[config.mk]
export PLATFORM = sky130hd
export DESIGN_NAME = rgb_to_hsv_converter_flat
export DESIGN_NICKNAME = d
export VERILOG_FILES = /design/src/hw/rtl/rhc_pkg.sv /design/src/hw/rtl/rhc_if.sv /design/src/hw/rtl/rhc_front.sv /design/src/hw/rtl/rhc_queue.sv /design/src/hw/rtl/rhc_back.sv /design/src/hw/rtl/rgb_to_hsv_converter.sv /design/src/flat_wrapper.sv
export SDC_FILE = /design/constraint.sdc
export NUM_CORES = 1
export LEC_CHECK = 0
export BUFFER_PORTS_ARGS = -buffer_cell sky130_fd_sc_hd__buf_2
export CAP_MARGIN = 0
export CORE_UTILIZATION = 60
export DETAILED_ROUTE_END_ITERATION = 10
export PLACE_DENSITY_LB_ADDON = 0.25
export SLEW_MARGIN = 0
export SYNTH_ARGS = -nofsm -noshare
export SYNTH_HDL_FRONTEND = slang
export SYNTH_SLANG_ARGS = --single-unit
[constraint.sdc]
create_clock -name clk -period 30.9 [get_ports clk]
set_clock_uncertainty 0.15 [all_clocks]
set_input_delay 3.09 -clock clk [delete_from_list [all_inputs] [get_ports clk]]
set_output_delay 3.09 -clock clk [all_outputs]
set_load 0.02 [all_outputs]
[src/hw/rtl/rhc_pkg.sv]
// ----------------------------------------------------------------------------
// rhc_pkg: shared types and constants of the RGB to HSV converter
// Holds field widths, hue constants, the sector code and the classified item.
// ----------------------------------------------------------------------------
package rhc_pkg;

  localparam int ChanW = 8;
  localparam int HueW  = 15;

  // Both quotients come from restoring divisions that run in lockstep.
  // The hue quotient needs 12 bits, the saturation quotient fits in 8.
  localparam int RemW          = 20;
  localparam int QuotW         = 12;
  localparam int StepsPerStage = 2;
  localparam int NumStages     = QuotW / StepsPerStage;

  localparam logic [HueW-1:0]  HueSector = 15'd7680;
  localparam logic [HueW-1:0]  HueFull   = 15'd23040;
  localparam logic [QuotW-1:0] HueHalf   = 12'd3840;

  localparam int QueueDepth = 2;

  typedef enum logic [1:0] {
    SECTOR_RED   = 2'd0,
    SECTOR_GREEN = 2'd1,
    SECTOR_BLUE  = 2'd2
  } sector_t;

  // One pixel after classification, ready for the dividers.
  typedef struct packed {
    logic             gray;
    sector_t          sector;
    logic             neg;
    logic [ChanW-1:0] max_val;
    logic [ChanW-1:0] delta;
    logic [RemW-1:0]  sat_rem;
    logic [RemW-1:0]  hue_rem;
  } item_t;

endpackage

[src/hw/rtl/rhc_if.sv]
// ----------------------------------------------------------------------------
// rhc_if: stream channels of the RGB to HSV converter
// One interface for the pixel input and one for the HSV result.
// ----------------------------------------------------------------------------
interface rhc_pix_if;
  logic                      valid;
  logic                      ready;
  logic [rhc_pkg::ChanW-1:0] red;
  logic [rhc_pkg::ChanW-1:0] green;
  logic [rhc_pkg::ChanW-1:0] blue;

  modport source (output valid, red, green, blue, input ready);
  modport sink   (input valid, red, green, blue, output ready);
endinterface

interface rhc_hsv_if;
  logic                      valid;
  logic                      ready;
  logic [rhc_pkg::HueW-1:0]  hue;
  logic [rhc_pkg::ChanW-1:0] saturation;
  logic [rhc_pkg::ChanW-1:0] brightness;
  logic                      is_gray;

  modport source (output valid, hue, saturation, brightness, is_gray, input ready);
  modport sink   (input valid, hue, saturation, brightness, is_gray, output ready);
endinterface

[src/hw/rtl/rhc_front.sv]
// ----------------------------------------------------------------------------
// rhc_front: pixel intake and classification
// Finds max, min and sector, and forms both dividends, into one register.
// ----------------------------------------------------------------------------
module rhc_front (
  input  logic           clk,
  input  logic           rst,
  rhc_pix_if.sink        pixel,
  output rhc_pkg::item_t item,
  output logic           item_valid,
  input  logic           item_ready
);

  logic [rhc_pkg::ChanW-1:0] r, g, b;
  logic [rhc_pkg::ChanW-1:0] mx, mn, dlt, op_a, op_b, abs_diff;
  rhc_pkg::sector_t          sector;
  rhc_pkg::item_t            cls;

  assign r = pixel.red;
  assign g = pixel.green;
  assign b = pixel.blue;

  always_comb begin
    // Red wins ties, then green.
    if (r >= g && r >= b) begin
      sector = rhc_pkg::SECTOR_RED;
      mx     = r;
      op_a   = g;
      op_b   = b;
    end else if (g >= b) begin
      sector = rhc_pkg::SECTOR_GREEN;
      mx     = g;
      op_a   = b;
      op_b   = r;
    end else begin
      sector = rhc_pkg::SECTOR_BLUE;
      mx     = b;
      op_a   = r;
      op_b   = g;
    end
    mn       = (r <= g) ? ((r <= b) ? r : b) : ((g <= b) ? g : b);
    dlt      = mx - mn;
    abs_diff = (op_a < op_b) ? (op_b - op_a) : (op_a - op_b);

    cls.gray    = (dlt == '0);
    cls.sector  = sector;
    cls.neg     = (op_a < op_b);
    cls.max_val = mx;
    cls.delta   = dlt;
    // 255 * delta and 3840 * |diff| as shifts and subtracts.
    cls.sat_rem = (rhc_pkg::RemW'(dlt) << 8) - rhc_pkg::RemW'(dlt);
    cls.hue_rem = (rhc_pkg::RemW'(abs_diff) << 12) - (rhc_pkg::RemW'(abs_diff) << 8);
  end

  assign pixel.ready = !item_valid || item_ready;

  always_ff @(posedge clk) begin
    if (rst) begin
      item_valid <= 1'b0;
    end else if (pixel.ready) begin
      item_valid <= pixel.valid;
    end
  end

  always_ff @(posedge clk) begin
    if (pixel.ready && pixel.valid) begin
      item <= cls;
    end
  end

endmodule

[src/hw/rtl/rhc_queue.sv]
// ----------------------------------------------------------------------------
// rhc_queue: short queue between classification and division
// A small register FIFO so that intake and the divider pipeline stall apart.
// ----------------------------------------------------------------------------
module rhc_queue (
  input  logic           clk,
  input  logic           rst,
  input  rhc_pkg::item_t push_item,
  input  logic           push_valid,
  output logic           push_ready,
  output rhc_pkg::item_t pop_item,
  output logic           pop_valid,
  input  logic           pop_ready
);

  localparam int PtrW = (rhc_pkg::QueueDepth > 1) ? $clog2(rhc_pkg::QueueDepth) : 1;
  localparam int CntW = $clog2(rhc_pkg::QueueDepth + 1);
  localparam logic [PtrW-1:0] LastPtr = PtrW'(rhc_pkg::QueueDepth - 1);
  localparam logic [CntW-1:0] FullCnt = CntW'(rhc_pkg::QueueDepth);

  rhc_pkg::item_t  entries [rhc_pkg::QueueDepth];
  logic [PtrW-1:0] wr_ptr, rd_ptr;
  logic [CntW-1:0] count;
  logic            push, pop;

  assign push_ready = (count != FullCnt);
  assign pop_valid  = (count != '0);
  assign pop_item   = entries[rd_ptr];
  assign push       = push_valid && push_ready;
  assign pop        = pop_valid && pop_ready;

  always_ff @(posedge clk) begin
    if (rst) begin
      wr_ptr <= '0;
      rd_ptr <= '0;
      count  <= '0;
    end else begin
      if (push) begin
        wr_ptr <= (wr_ptr == LastPtr) ? '0 : wr_ptr + 1'b1;
      end
      if (pop) begin
        rd_ptr <= (rd_ptr == LastPtr) ? '0 : rd_ptr + 1'b1;
      end
      if (push && !pop) begin
        count <= count + 1'b1;
      end else if (pop && !push) begin
        count <= count - 1'b1;
      end
    end
  end

  always_ff @(posedge clk) begin
    if (push) begin
      entries[wr_ptr] <= push_item;
    end
  end

endmodule

[src/hw/rtl/rhc_back.sv]
// ----------------------------------------------------------------------------
// rhc_back: divider pipeline and result register
// Two restoring divisions in lockstep, two quotient bits per stage.
// ----------------------------------------------------------------------------
module rhc_back (
  input  logic           clk,
  input  logic           rst,
  input  rhc_pkg::item_t in_item,
  input  logic           in_valid,
  output logic           in_ready,
  rhc_hsv_if.source      result
);

  localparam int Last = rhc_pkg::NumStages - 1;

  typedef struct packed {
    rhc_pkg::item_t                item;
    logic [rhc_pkg::QuotW-1:0]     q_sat;
    logic [rhc_pkg::QuotW-1:0]     q_hue;
  } stage_t;

  stage_t                       pipe      [rhc_pkg::NumStages];
  stage_t                       pipe_next [rhc_pkg::NumStages];
  logic [rhc_pkg::NumStages-1:0] pipe_valid;
  logic                         adv;
  logic [rhc_pkg::HueW-1:0]     hue_next;
  logic [rhc_pkg::HueW-1:0]     offset;
  logic [rhc_pkg::HueW-1:0]     q_ext;

  // One quotient bit of each division: the remainders are reduced in place.
  function automatic stage_t div_step(stage_t x, int k);
    stage_t                  y;
    logic [rhc_pkg::RemW-1:0] ds;
    logic [rhc_pkg::RemW-1:0] dh;
    y  = x;
    ds = rhc_pkg::RemW'(x.item.max_val) << k;
    dh = rhc_pkg::RemW'(x.item.delta) << k;
    if (x.item.sat_rem >= ds) begin
      y.item.sat_rem = x.item.sat_rem - ds;
      y.q_sat        = x.q_sat | (rhc_pkg::QuotW'(1) << k);
    end
    if (x.item.hue_rem >= dh) begin
      y.item.hue_rem = x.item.hue_rem - dh;
      y.q_hue        = x.q_hue | (rhc_pkg::QuotW'(1) << k);
    end
    return y;
  endfunction

  // The whole pipeline moves together whenever the result register is free.
  assign adv      = !result.valid || result.ready;
  assign in_ready = adv;

  always_comb begin
    stage_t cur;
    for (int s = 0; s < rhc_pkg::NumStages; s++) begin
      if (s == 0) begin
        cur.item  = in_item;
        cur.q_sat = '0;
        cur.q_hue = '0;
      end else begin
        cur = pipe[s-1];
      end
      for (int t = 0; t < rhc_pkg::StepsPerStage; t++) begin
        cur = div_step(cur, rhc_pkg::QuotW - 1 - (s * rhc_pkg::StepsPerStage + t));
      end
      pipe_next[s] = cur;
    end
  end

  always_comb begin
    q_ext = rhc_pkg::HueW'(pipe[Last].q_hue);
    case (pipe[Last].item.sector)
      rhc_pkg::SECTOR_RED:   offset = '0;
      rhc_pkg::SECTOR_GREEN: offset = rhc_pkg::HueSector;
      rhc_pkg::SECTOR_BLUE:  offset = rhc_pkg::HueSector << 1;
      default:               offset = '0;
    endcase
    if (!pipe[Last].item.neg) begin
      hue_next = offset + q_ext;
    end else if (pipe[Last].item.sector == rhc_pkg::SECTOR_RED && q_ext != '0) begin
      hue_next = rhc_pkg::HueFull - q_ext;
    end else begin
      hue_next = offset - q_ext;
    end
  end

  always_ff @(posedge clk) begin
    if (rst) begin
      pipe_valid   <= '0;
      result.valid <= 1'b0;
    end else if (adv) begin
      pipe_valid   <= {pipe_valid[rhc_pkg::NumStages-2:0], in_valid};
      result.valid <= pipe_valid[Last];
    end
  end

  always_ff @(posedge clk) begin
    if (adv) begin
      for (int s = 0; s < rhc_pkg::NumStages; s++) begin
        pipe[s] <= pipe_next[s];
      end
      result.brightness <= pipe[Last].item.max_val;
      result.is_gray    <= pipe[Last].item.gray;
      if (pipe[Last].item.gray) begin
        result.hue        <= '0;
        result.saturation <= '0;
      end else begin
        result.hue        <= hue_next;
        result.saturation <= pipe[Last].q_sat[rhc_pkg::ChanW-1:0];
      end
    end
  end

`ifndef SYNTHESIS
  a_sat_fits: assert property (@(posedge clk) disable iff (rst)
    pipe_valid[Last] && !pipe[Last].item.gray |->
      pipe[Last].q_sat[rhc_pkg::QuotW-1:rhc_pkg::ChanW] == '0)
    else $error("saturation quotient exceeds eight bits");

  a_hue_quot_bound: assert property (@(posedge clk) disable iff (rst)
    pipe_valid[Last] && !pipe[Last].item.gray |-> pipe[Last].q_hue <= rhc_pkg::HueHalf)
    else $error("hue quotient above one half sector");

  a_hue_range: assert property (@(posedge clk) disable iff (rst)
    result.valid |-> result.hue < rhc_pkg::HueFull)
    else $error("hue out of range");

  a_stall_holds: assert property (@(posedge clk) disable iff (rst)
    !adv |=> $stable(pipe_valid))
    else $error("pipeline moved while the result was stalled");
`endif

endmodule

[src/hw/rtl/rgb_to_hsv_converter.sv]
// ----------------------------------------------------------------------------
// rgb_to_hsv_converter: streaming RGB to HSV conversion
// An accepted pixel beat passes the intake register, the queue, six divider
//   stages and the result register before its result beat.
// Throughput is one pixel per cycle while results are taken, set by the
//   divider pipeline that yields two quotient bits of both divisions per stage.
// Reset clears only valid bits and queue pointers and count, not payload.
// ----------------------------------------------------------------------------
module rgb_to_hsv_converter (
  input  logic      clk,
  input  logic      rst,
  rhc_pix_if.sink   pixel,
  rhc_hsv_if.source result
);

  // The front register finds the largest and smallest channel, picks the hue
  // sector (red wins ties, then green), and forms the two dividends:
  // 255 * delta over the maximum for saturation, and 3840 * |difference| over
  // delta for the hue fraction.
  rhc_pkg::item_t front_item;
  logic           front_valid;
  logic           front_ready;

  // The queue lets the intake keep taking beats while the result side is
  // stalled, until its two entries are full, and vice versa.
  rhc_pkg::item_t queue_item;
  logic           queue_valid;
  logic           queue_ready;

  rhc_front u_front (
    .clk        (clk),
    .rst        (rst),
    .pixel      (pixel),
    .item       (front_item),
    .item_valid (front_valid),
    .item_ready (front_ready)
  );

  rhc_queue u_queue (
    .clk        (clk),
    .rst        (rst),
    .push_item  (front_item),
    .push_valid (front_valid),
    .push_ready (front_ready),
    .pop_item   (queue_item),
    .pop_valid  (queue_valid),
    .pop_ready  (queue_ready)
  );

  // The back part runs both restoring divisions side by side, then adds the
  // sector offset, wraps a negative red-sector hue by a full turn, and
  // forces hue and saturation to zero for a gray pixel.
  rhc_back u_back (
    .clk      (clk),
    .rst      (rst),
    .in_item  (queue_item),
    .in_valid (queue_valid),
    .in_ready (queue_ready),
    .result   (result)
  );

endmodule

[src/flat_wrapper.sv]
// flat-port wrapper written by rule: the top's interface ports become plain ports
module rgb_to_hsv_converter_flat 
  (clk, rst, pixel_valid, pixel_red, pixel_green, pixel_blue, pixel_ready, result_valid, result_hue, result_saturation, result_brightness, result_is_gray, result_ready);
  rhc_pix_if pixel_i ();
  rhc_hsv_if result_i ();
  input  logic clk;
  input  logic rst;
  input wire logic [$bits(pixel_i.valid)-1:0] pixel_valid;
  input wire logic [$bits(pixel_i.red)-1:0] pixel_red;
  input wire logic [$bits(pixel_i.green)-1:0] pixel_green;
  input wire logic [$bits(pixel_i.blue)-1:0] pixel_blue;
  output wire logic [$bits(pixel_i.ready)-1:0] pixel_ready;
  output wire logic [$bits(result_i.valid)-1:0] result_valid;
  output wire logic [$bits(result_i.hue)-1:0] result_hue;
  output wire logic [$bits(result_i.saturation)-1:0] result_saturation;
  output wire logic [$bits(result_i.brightness)-1:0] result_brightness;
  output wire logic [$bits(result_i.is_gray)-1:0] result_is_gray;
  input wire logic [$bits(result_i.ready)-1:0] result_ready;
  assign pixel_i.valid = pixel_valid;
  assign pixel_i.red = pixel_red;
  assign pixel_i.green = pixel_green;
  assign pixel_i.blue = pixel_blue;
  assign pixel_ready = pixel_i.ready;
  assign result_valid = result_i.valid;
  assign result_hue = result_i.hue;
  assign result_saturation = result_i.saturation;
  assign result_brightness = result_i.brightness;
  assign result_is_gray = result_i.is_gray;
  assign result_i.ready = result_ready;
  rgb_to_hsv_converter u_core (.clk(clk), .rst(rst), .pixel(pixel_i), .result(result_i));
endmodule
# Word level (Yosys, flattened, before mapping)
# Memories as Yosys holds them, arrays and structs flattened. A register that Yosys moved wholly into a read port is not among the register bits.
# Cells that the tools add are included.
# word_totals
mem_bits_rw	624
register_bits	104
n_memories	2
word_cells	179
input_bits	28
# op_classes
magnitude_cmp	31
muxes	72
n_reduce_logical	18
n_addsub	36
n_eq_ne	3
# memory_table
memory	words	width	read_ports	rd_ports_with_merged_regs	write_ports	line	text
u_core.u_back.pipe	6	84	6	0	6	rhc_back.sv:22	stage_t pipe [rhc_pkg::NumStages];
u_core.u_queue.entries	2	60	1	1	1	rhc_queue.sv:21	rhc_pkg::item_t entries [rhc_pkg::QueueDepth];
# ops
cell	n
two-way mux 20 bit	24
two-way mux 8 bit	12
subtractor 20 x 16 -> 20 bit	3
greater-or-equal comparator 20 x 10 -> 1 bit	2
greater-or-equal comparator 20 x 11 -> 1 bit	2
greater-or-equal comparator 20 x 12 -> 1 bit	2
greater-or-equal comparator 20 x 13 -> 1 bit	2
greater-or-equal comparator 20 x 14 -> 1 bit	2
greater-or-equal comparator 20 x 15 -> 1 bit	2
greater-or-equal comparator 20 x 16 -> 1 bit	2
greater-or-equal comparator 20 x 17 -> 1 bit	2
greater-or-equal comparator 20 x 18 -> 1 bit	2
greater-or-equal comparator 20 x 19 -> 1 bit	2
greater-or-equal comparator 20 x 8 -> 1 bit	2
greater-or-equal comparator 20 x 9 -> 1 bit	2
subtractor 20 x 10 -> 20 bit	2
subtractor 20 x 11 -> 20 bit	2
subtractor 20 x 12 -> 20 bit	2
subtractor 20 x 13 -> 20 bit	2
subtractor 20 x 14 -> 20 bit	2
subtractor 20 x 15 -> 20 bit	2
subtractor 20 x 17 -> 20 bit	2
subtractor 20 x 18 -> 20 bit	2
subtractor 20 x 19 -> 20 bit	2
other kinds (36)	79

# Depth between registers and ports, before layout
# depth
depth_word	6
depth_mapped	28

# Modules after synthesis
# From an unflattened synthesis, not the netlist that was laid out.
# unflattened
hier_cells	3199
area_unflattened_um2	35691.7
# by_module_without_submodules
module	n_inst	cells_per_inst	area_each_um2
rhc_back	1	2496	26604.3
rhc_front	1	492	4550.6
rhc_queue	1	211	4536.9

# Least setup slack after synthesis
# OpenSTA, ideal clock, no wires.
# synth_path
path_kind	input-to-reg
start	input port result_ready
end	register u_core.u_queue.count[1]
setup_slack_ns	17.156
required_time_ns	30.680
setup_ns	0.070
path_buffers	1
arrival_time_ns	13.524
path_stages	7
path_cell_list	nor2b_1 > clkbuf_1 > inv_1 > o21ai_0 > ha_1 > or3_1 > a21oi_1
# synth_between
elab_chain_cells	5
# synth_rtl
item	line	text
from (decl)	flat_wrapper.sv:18	input wire logic [$bits(result_i.ready)-1:0] result_ready;
logical OR 1 bit *	rhc_back.sv:50	assign adv = !result.valid || result.ready;
logical AND 1 bit *	rhc_queue.sv:30	assign pop = pop_valid && pop_ready;
zero test 1 bit	rhc_queue.sv:44	if (push && !pop) begin
logical AND 1 bit	rhc_queue.sv:44	
two-way mux 2 bit or nonzero test 2 bit (tied branches)	n/a	
to (signal assigned)	rhc_queue.sv:45	count <= count + 1'b1;
to (signal assigned)	rhc_queue.sv:47	count <= count - 1'b1;
to (decl)	rhc_queue.sv:23	logic [CntW-1:0] count;
# Mark *: on every way between the ends. The rest lies on a longest branch, timed or not.
# A chain may end at the register's enable or synchronous reset.

==> summary.txt <==
Global routing
  • Largest net degree at the start of global routing: 122
  • Met1 Usage GRT: 27.1%
  • Grt total ovfl: 0
  • First-pass GRT wire length: 107,000 um
  • Initial antenna violation count: 1
  • Met3 track demand over resource: 2.97%
  • Gr busiest metal: met2
  • Number of global-route vias before repair: 22,600
  • Met2 Use GR: 44.2%
  • Total GRT Usage: 23.4%

Clocking
  • Cts repair resizes: 0
  • Clk buf depth: 3
  • Clock tree sinks: 530
  • TritonCTS Buffers: 53
  • Register clock-pin slew on the reported worst setup and hold paths: 0.06 ns
  • Worst-Skew Late Latency: 0.60 ns
  • CTS tree: yes
  • H-tree Lvls: 2
  • CTS Root Cell: clkbuf_16
  • CTS Hold Bufs: 0
  • Postcts setup bufs: 0

Min path
  • Hold Path Sink: u_core.u_back.pipe[3][10]$_DFFE_PN_
  • Hold crit path type: flop to flop
  • Hold Path Stages: 0
  • Hold path start: u_core.u_back.pipe[2][10]$_DFFE_PN_

Synthesis
  • Synth Register Bits: 530
  • Synth Area per Inst: 10.9 um2
  • Post-Syn Area: 32,600 um2
  • Async SR Flop Fraction: 0%
  • Synth Flop Type: edfxtp_1
  • Synth Instances: 3,002
  • Post-synth EDFFs: 517
  • Yosys Warn Count: 0
  • Syn Nets: 3,306
  • Yosys cell types: 87
  • Register area share after synthesis: 48.5%

Worst setup path
  • Crit-path leading delay family: compound AO/OA/AOI/OAI gates
  • CP max stage cell: o21ai_0
  • Critical-path maximum fanout: 47
  • CP required: 31.08 ns
  • WS Path Type: input pin to flop
  • CP Launch Type: input pin
  • CP arrival: 8.75 ns
  • WP buf/inv: 5
  • R2R Setup Slk: 23.66 ns
  • Cell mode on critical path: a21oi_1
  • Critical R2R Capture: u_core.u_back.pipe[0][57]$_DFFE_PN_
  • CP max stage delay: 0.52 ns
  • Worst r2r path cells: 22
  • Critical Path, Cell by Cell: buf_2 -> inv_1 -> ha_1 -> nor2b_1 -> o211ai_1 -> a21oi_1 -> o32ai_4 -> buf_4 -> inv_1 -> a21oi_1 -> ha_1 -> a21oi_1 -> o21a_1 -> nand2_1 -> o21ai_0 -> inv_1 -> ha_1 -> and2_1 -> a41oi_1 -> maj3_1 -> nand2b_1 -> a21o_1 -> a21oi_1 -> a31o_2
  • Crit end category: flop

STA
  • Final min period: 8.57 ns
  • Total Neg Setup Slack: 0 ns
  • Slew margin rel.: 16.0%
  • RSZ-0062 raised after global routing: false
  • Final worst-path cycle share: 27.7%
  • Final Hold Viols: 0
  • Fin. max-slew vios: 0
  • Max frequency: 117 MHz
  • Worst Tran Pin Value: 1.25 ns
  • Setup-failing EPs final: 0
  • Hold_ws: 0.264 ns

Cells and area
  • Final Util: 65.9%
  • Share of layout cells above drive strength 1: 8.91%
  • Fillers: 3,958
  • P&R area growth vs syn: 8.63%
  • Final nets: 3,385
  • Diode count: 0

Die
  • Total core area: 53,700 um2
  • Height of the die: 235 um
  • Die area: 55,200 um2
  • Die Wd: 235 um
  • # rows: 85
  • Num ports: 62
  • Initial core utilization: 60.7%

Routing
  • Final WL: 65,000 um
  • Antenna-violating nets left: 0
  • Vias per cell: 5.93
  • Detailed Routing Iterations Pass 1: 5
  • Initial drt markers: 1,194
  • Overall via count from detail_route: 22,600
  • Wire length per cell: 17.0 um
  • DRC: 0

Placed design
  • DPL Wire Length: 49,300 um
  • Port Buffers: 61
  • Gpl congestion: 0.913

Run status
  • Status: completed

Job
  • Max-Cap Viols: 0
[worst register-to-register path, stage by stage, from the launching register on]
cell and delay, ns:
dfxtp_2 0.31, buf_4 0.57, mux2i_1 0.56, ha_1 0.33, nor2b_1 0.13, o21ai_0 0.22, a21oi_1 0.12, o21ai_0 0.23
a21oi_1 0.14, o21ai_0 0.51, nand2_1 0.28, mux2_2 0.35, ha_1 0.34, nor2b_1 0.16, o21ai_0 0.19, a21boi_0 0.15
o21ai_0 0.20, nand2b_1 0.12, a21o_1 0.20, a21oi_1 0.26, nand2_1 0.08, nor3_1 0.95, mux2_2 0.44
[worst max-delay path by stage]
stage,end,startpoint,cells after the start
2_1_floorplan,u_core.u_queue.count[1]$_SDFFE_PP0P_,result_ready,7
3_3_place_gp,u_core.u_front.item[18]$_DFFE_PP_,pixel_blue[1],25
3_5_place_dp,u_core.u_front.item[18]$_DFFE_PP_,pixel_blue[1],25
4_1_cts,u_core.u_front.item[18]$_DFFE_PP_,pixel_blue[1],25
5_1_grt,u_core.u_front.item[18]$_DFFE_PP_,pixel_blue[1],26
6_report,u_core.u_front.item[18]$_DFFE_PP_,pixel_blue[1],24
[cells in the mapped netlist (all sizes together), types with 7 or more instances]
library cell  number  share of area [%]
and2              16               0.31
a21oi            214                3.3
or4                7               0.17
xor2              83                2.2
nor2             253                2.9
nor2b             64                1.2
ha               253                9.7
o21a              42               0.97
nand4b            10               0.27
dfxtp             13               0.80
buf                9               0.13
and3              14               0.27
fa                23                1.4
mux2              84                2.9
nor3b             10               0.26
nand2b            50               0.96
o211ai            15               0.35
nand3b            15               0.35
a21o              59                1.4
or2               13               0.25
nor4              31               0.61
a211oi            18               0.43
clkbuf            43               0.50
a22o               8               0.22
nor3              65                1.0
o22ai              8               0.15
nand2            195                2.2
a2111oi            7               0.25
mux2i             67                2.1
inv              227                2.6
a31oi             11               0.21
xnor2            119                3.2
o21bai            15               0.35
or3               26               0.50
a21boi            18               0.41
a22oi              8               0.18
edfxtp           517                 48
o21ai            167                2.6
o31a              11               0.30
nand4             49               0.94
o31ai             29               0.67
nand3             40               0.61
[routing by layer]
metal	vias to the layer above	routed length [um]
met5	-	10
met4	2	1890
met3	136	2120
met2	494	34100
met1	10800	26900
li1	11200	-
[kinds of logic after synthesis]
logic type,synth area share (%)
buffers and inverters,3.25
XOR/XNOR,5.50
AO/OA/AOI/OAI,13.2
flip-flops,48.5
AND/OR/NAND/NOR,13.5
multiplexers,4.96
adder cells (fa/ha/maj),11.2
other,0.0115
[area by class of cell]
type	instances	area [um2]	area share, %
repair buffers	76	418	1.18
well taps	696	871	2.46
inverters	227	860	2.43
clock inverters	38	334	0.944
multi-input cells	2193	15800	44.6
flip-flops and latches	530	15800	44.6
clock buffers	57	1340	3.79
[per-stage QoR]
step / cell area (um2) / std cells / setup slack (ns)
3_5_place_dp: 33700 / 3722 / 21.93
5_1_grt: 35400 / 3817 / 22.01
4_1_cts: 35400 / 3817 / 22.56
6_report: 35400 / 3817 / 22.33
3_3_place_gp: 33700 / 3722 / 22.13
2_1_floorplan: 32600 / 3002 / 17.16
[sequential cells by signal (all words and copies together), names as in the netlist, named ones only]
signal and cells:
u_core.u_back.pipe 341, u_core.u_queue.entries 96, u_core.u_front.item 48, u_core.u_back.result.hue 15, u_core.u_back.result.brightness 8, u_core.u_back.result.saturation 8
u_core.u_back.pipe_valid 6, u_core.u_queue.count 2, u_core.u_back.result.is_gray 1, u_core.u_back.result.valid 1, u_core.u_front.item_valid 1, u_core.u_queue.rd_ptr 1
u_core.u_queue.wr_ptr 1
[cell usage in the layout, fill, tap and decap left out, drive strengths merged, types with 11 or more instances in the layout]
master    n
and3     14
o31a     11
a211oi   18
nand4    49
xnor2   119
and2     16
o21ai   167
clkbuf   57
a31oi    11
dfxtp    13
or3      26
o211ai   15
xor2     83
clkinv   26
o31ai    29
a21oi   214
mux2     84
nor3     65
or2      13
nand3    40
nor2b    64
o21bai   15
edfxtp  517
nand2   195
a21boi   18
buf      76
nand3b   15
o21a     42
inv     229
nand2b   50
a21o     59
nor4     31
fa       23
ha      253
mux2i    67
nor2    253
Power is left out: the tool's default activity adds up to more than one toggle a clock period on the data nets, which glitch-free logic cannot reach.
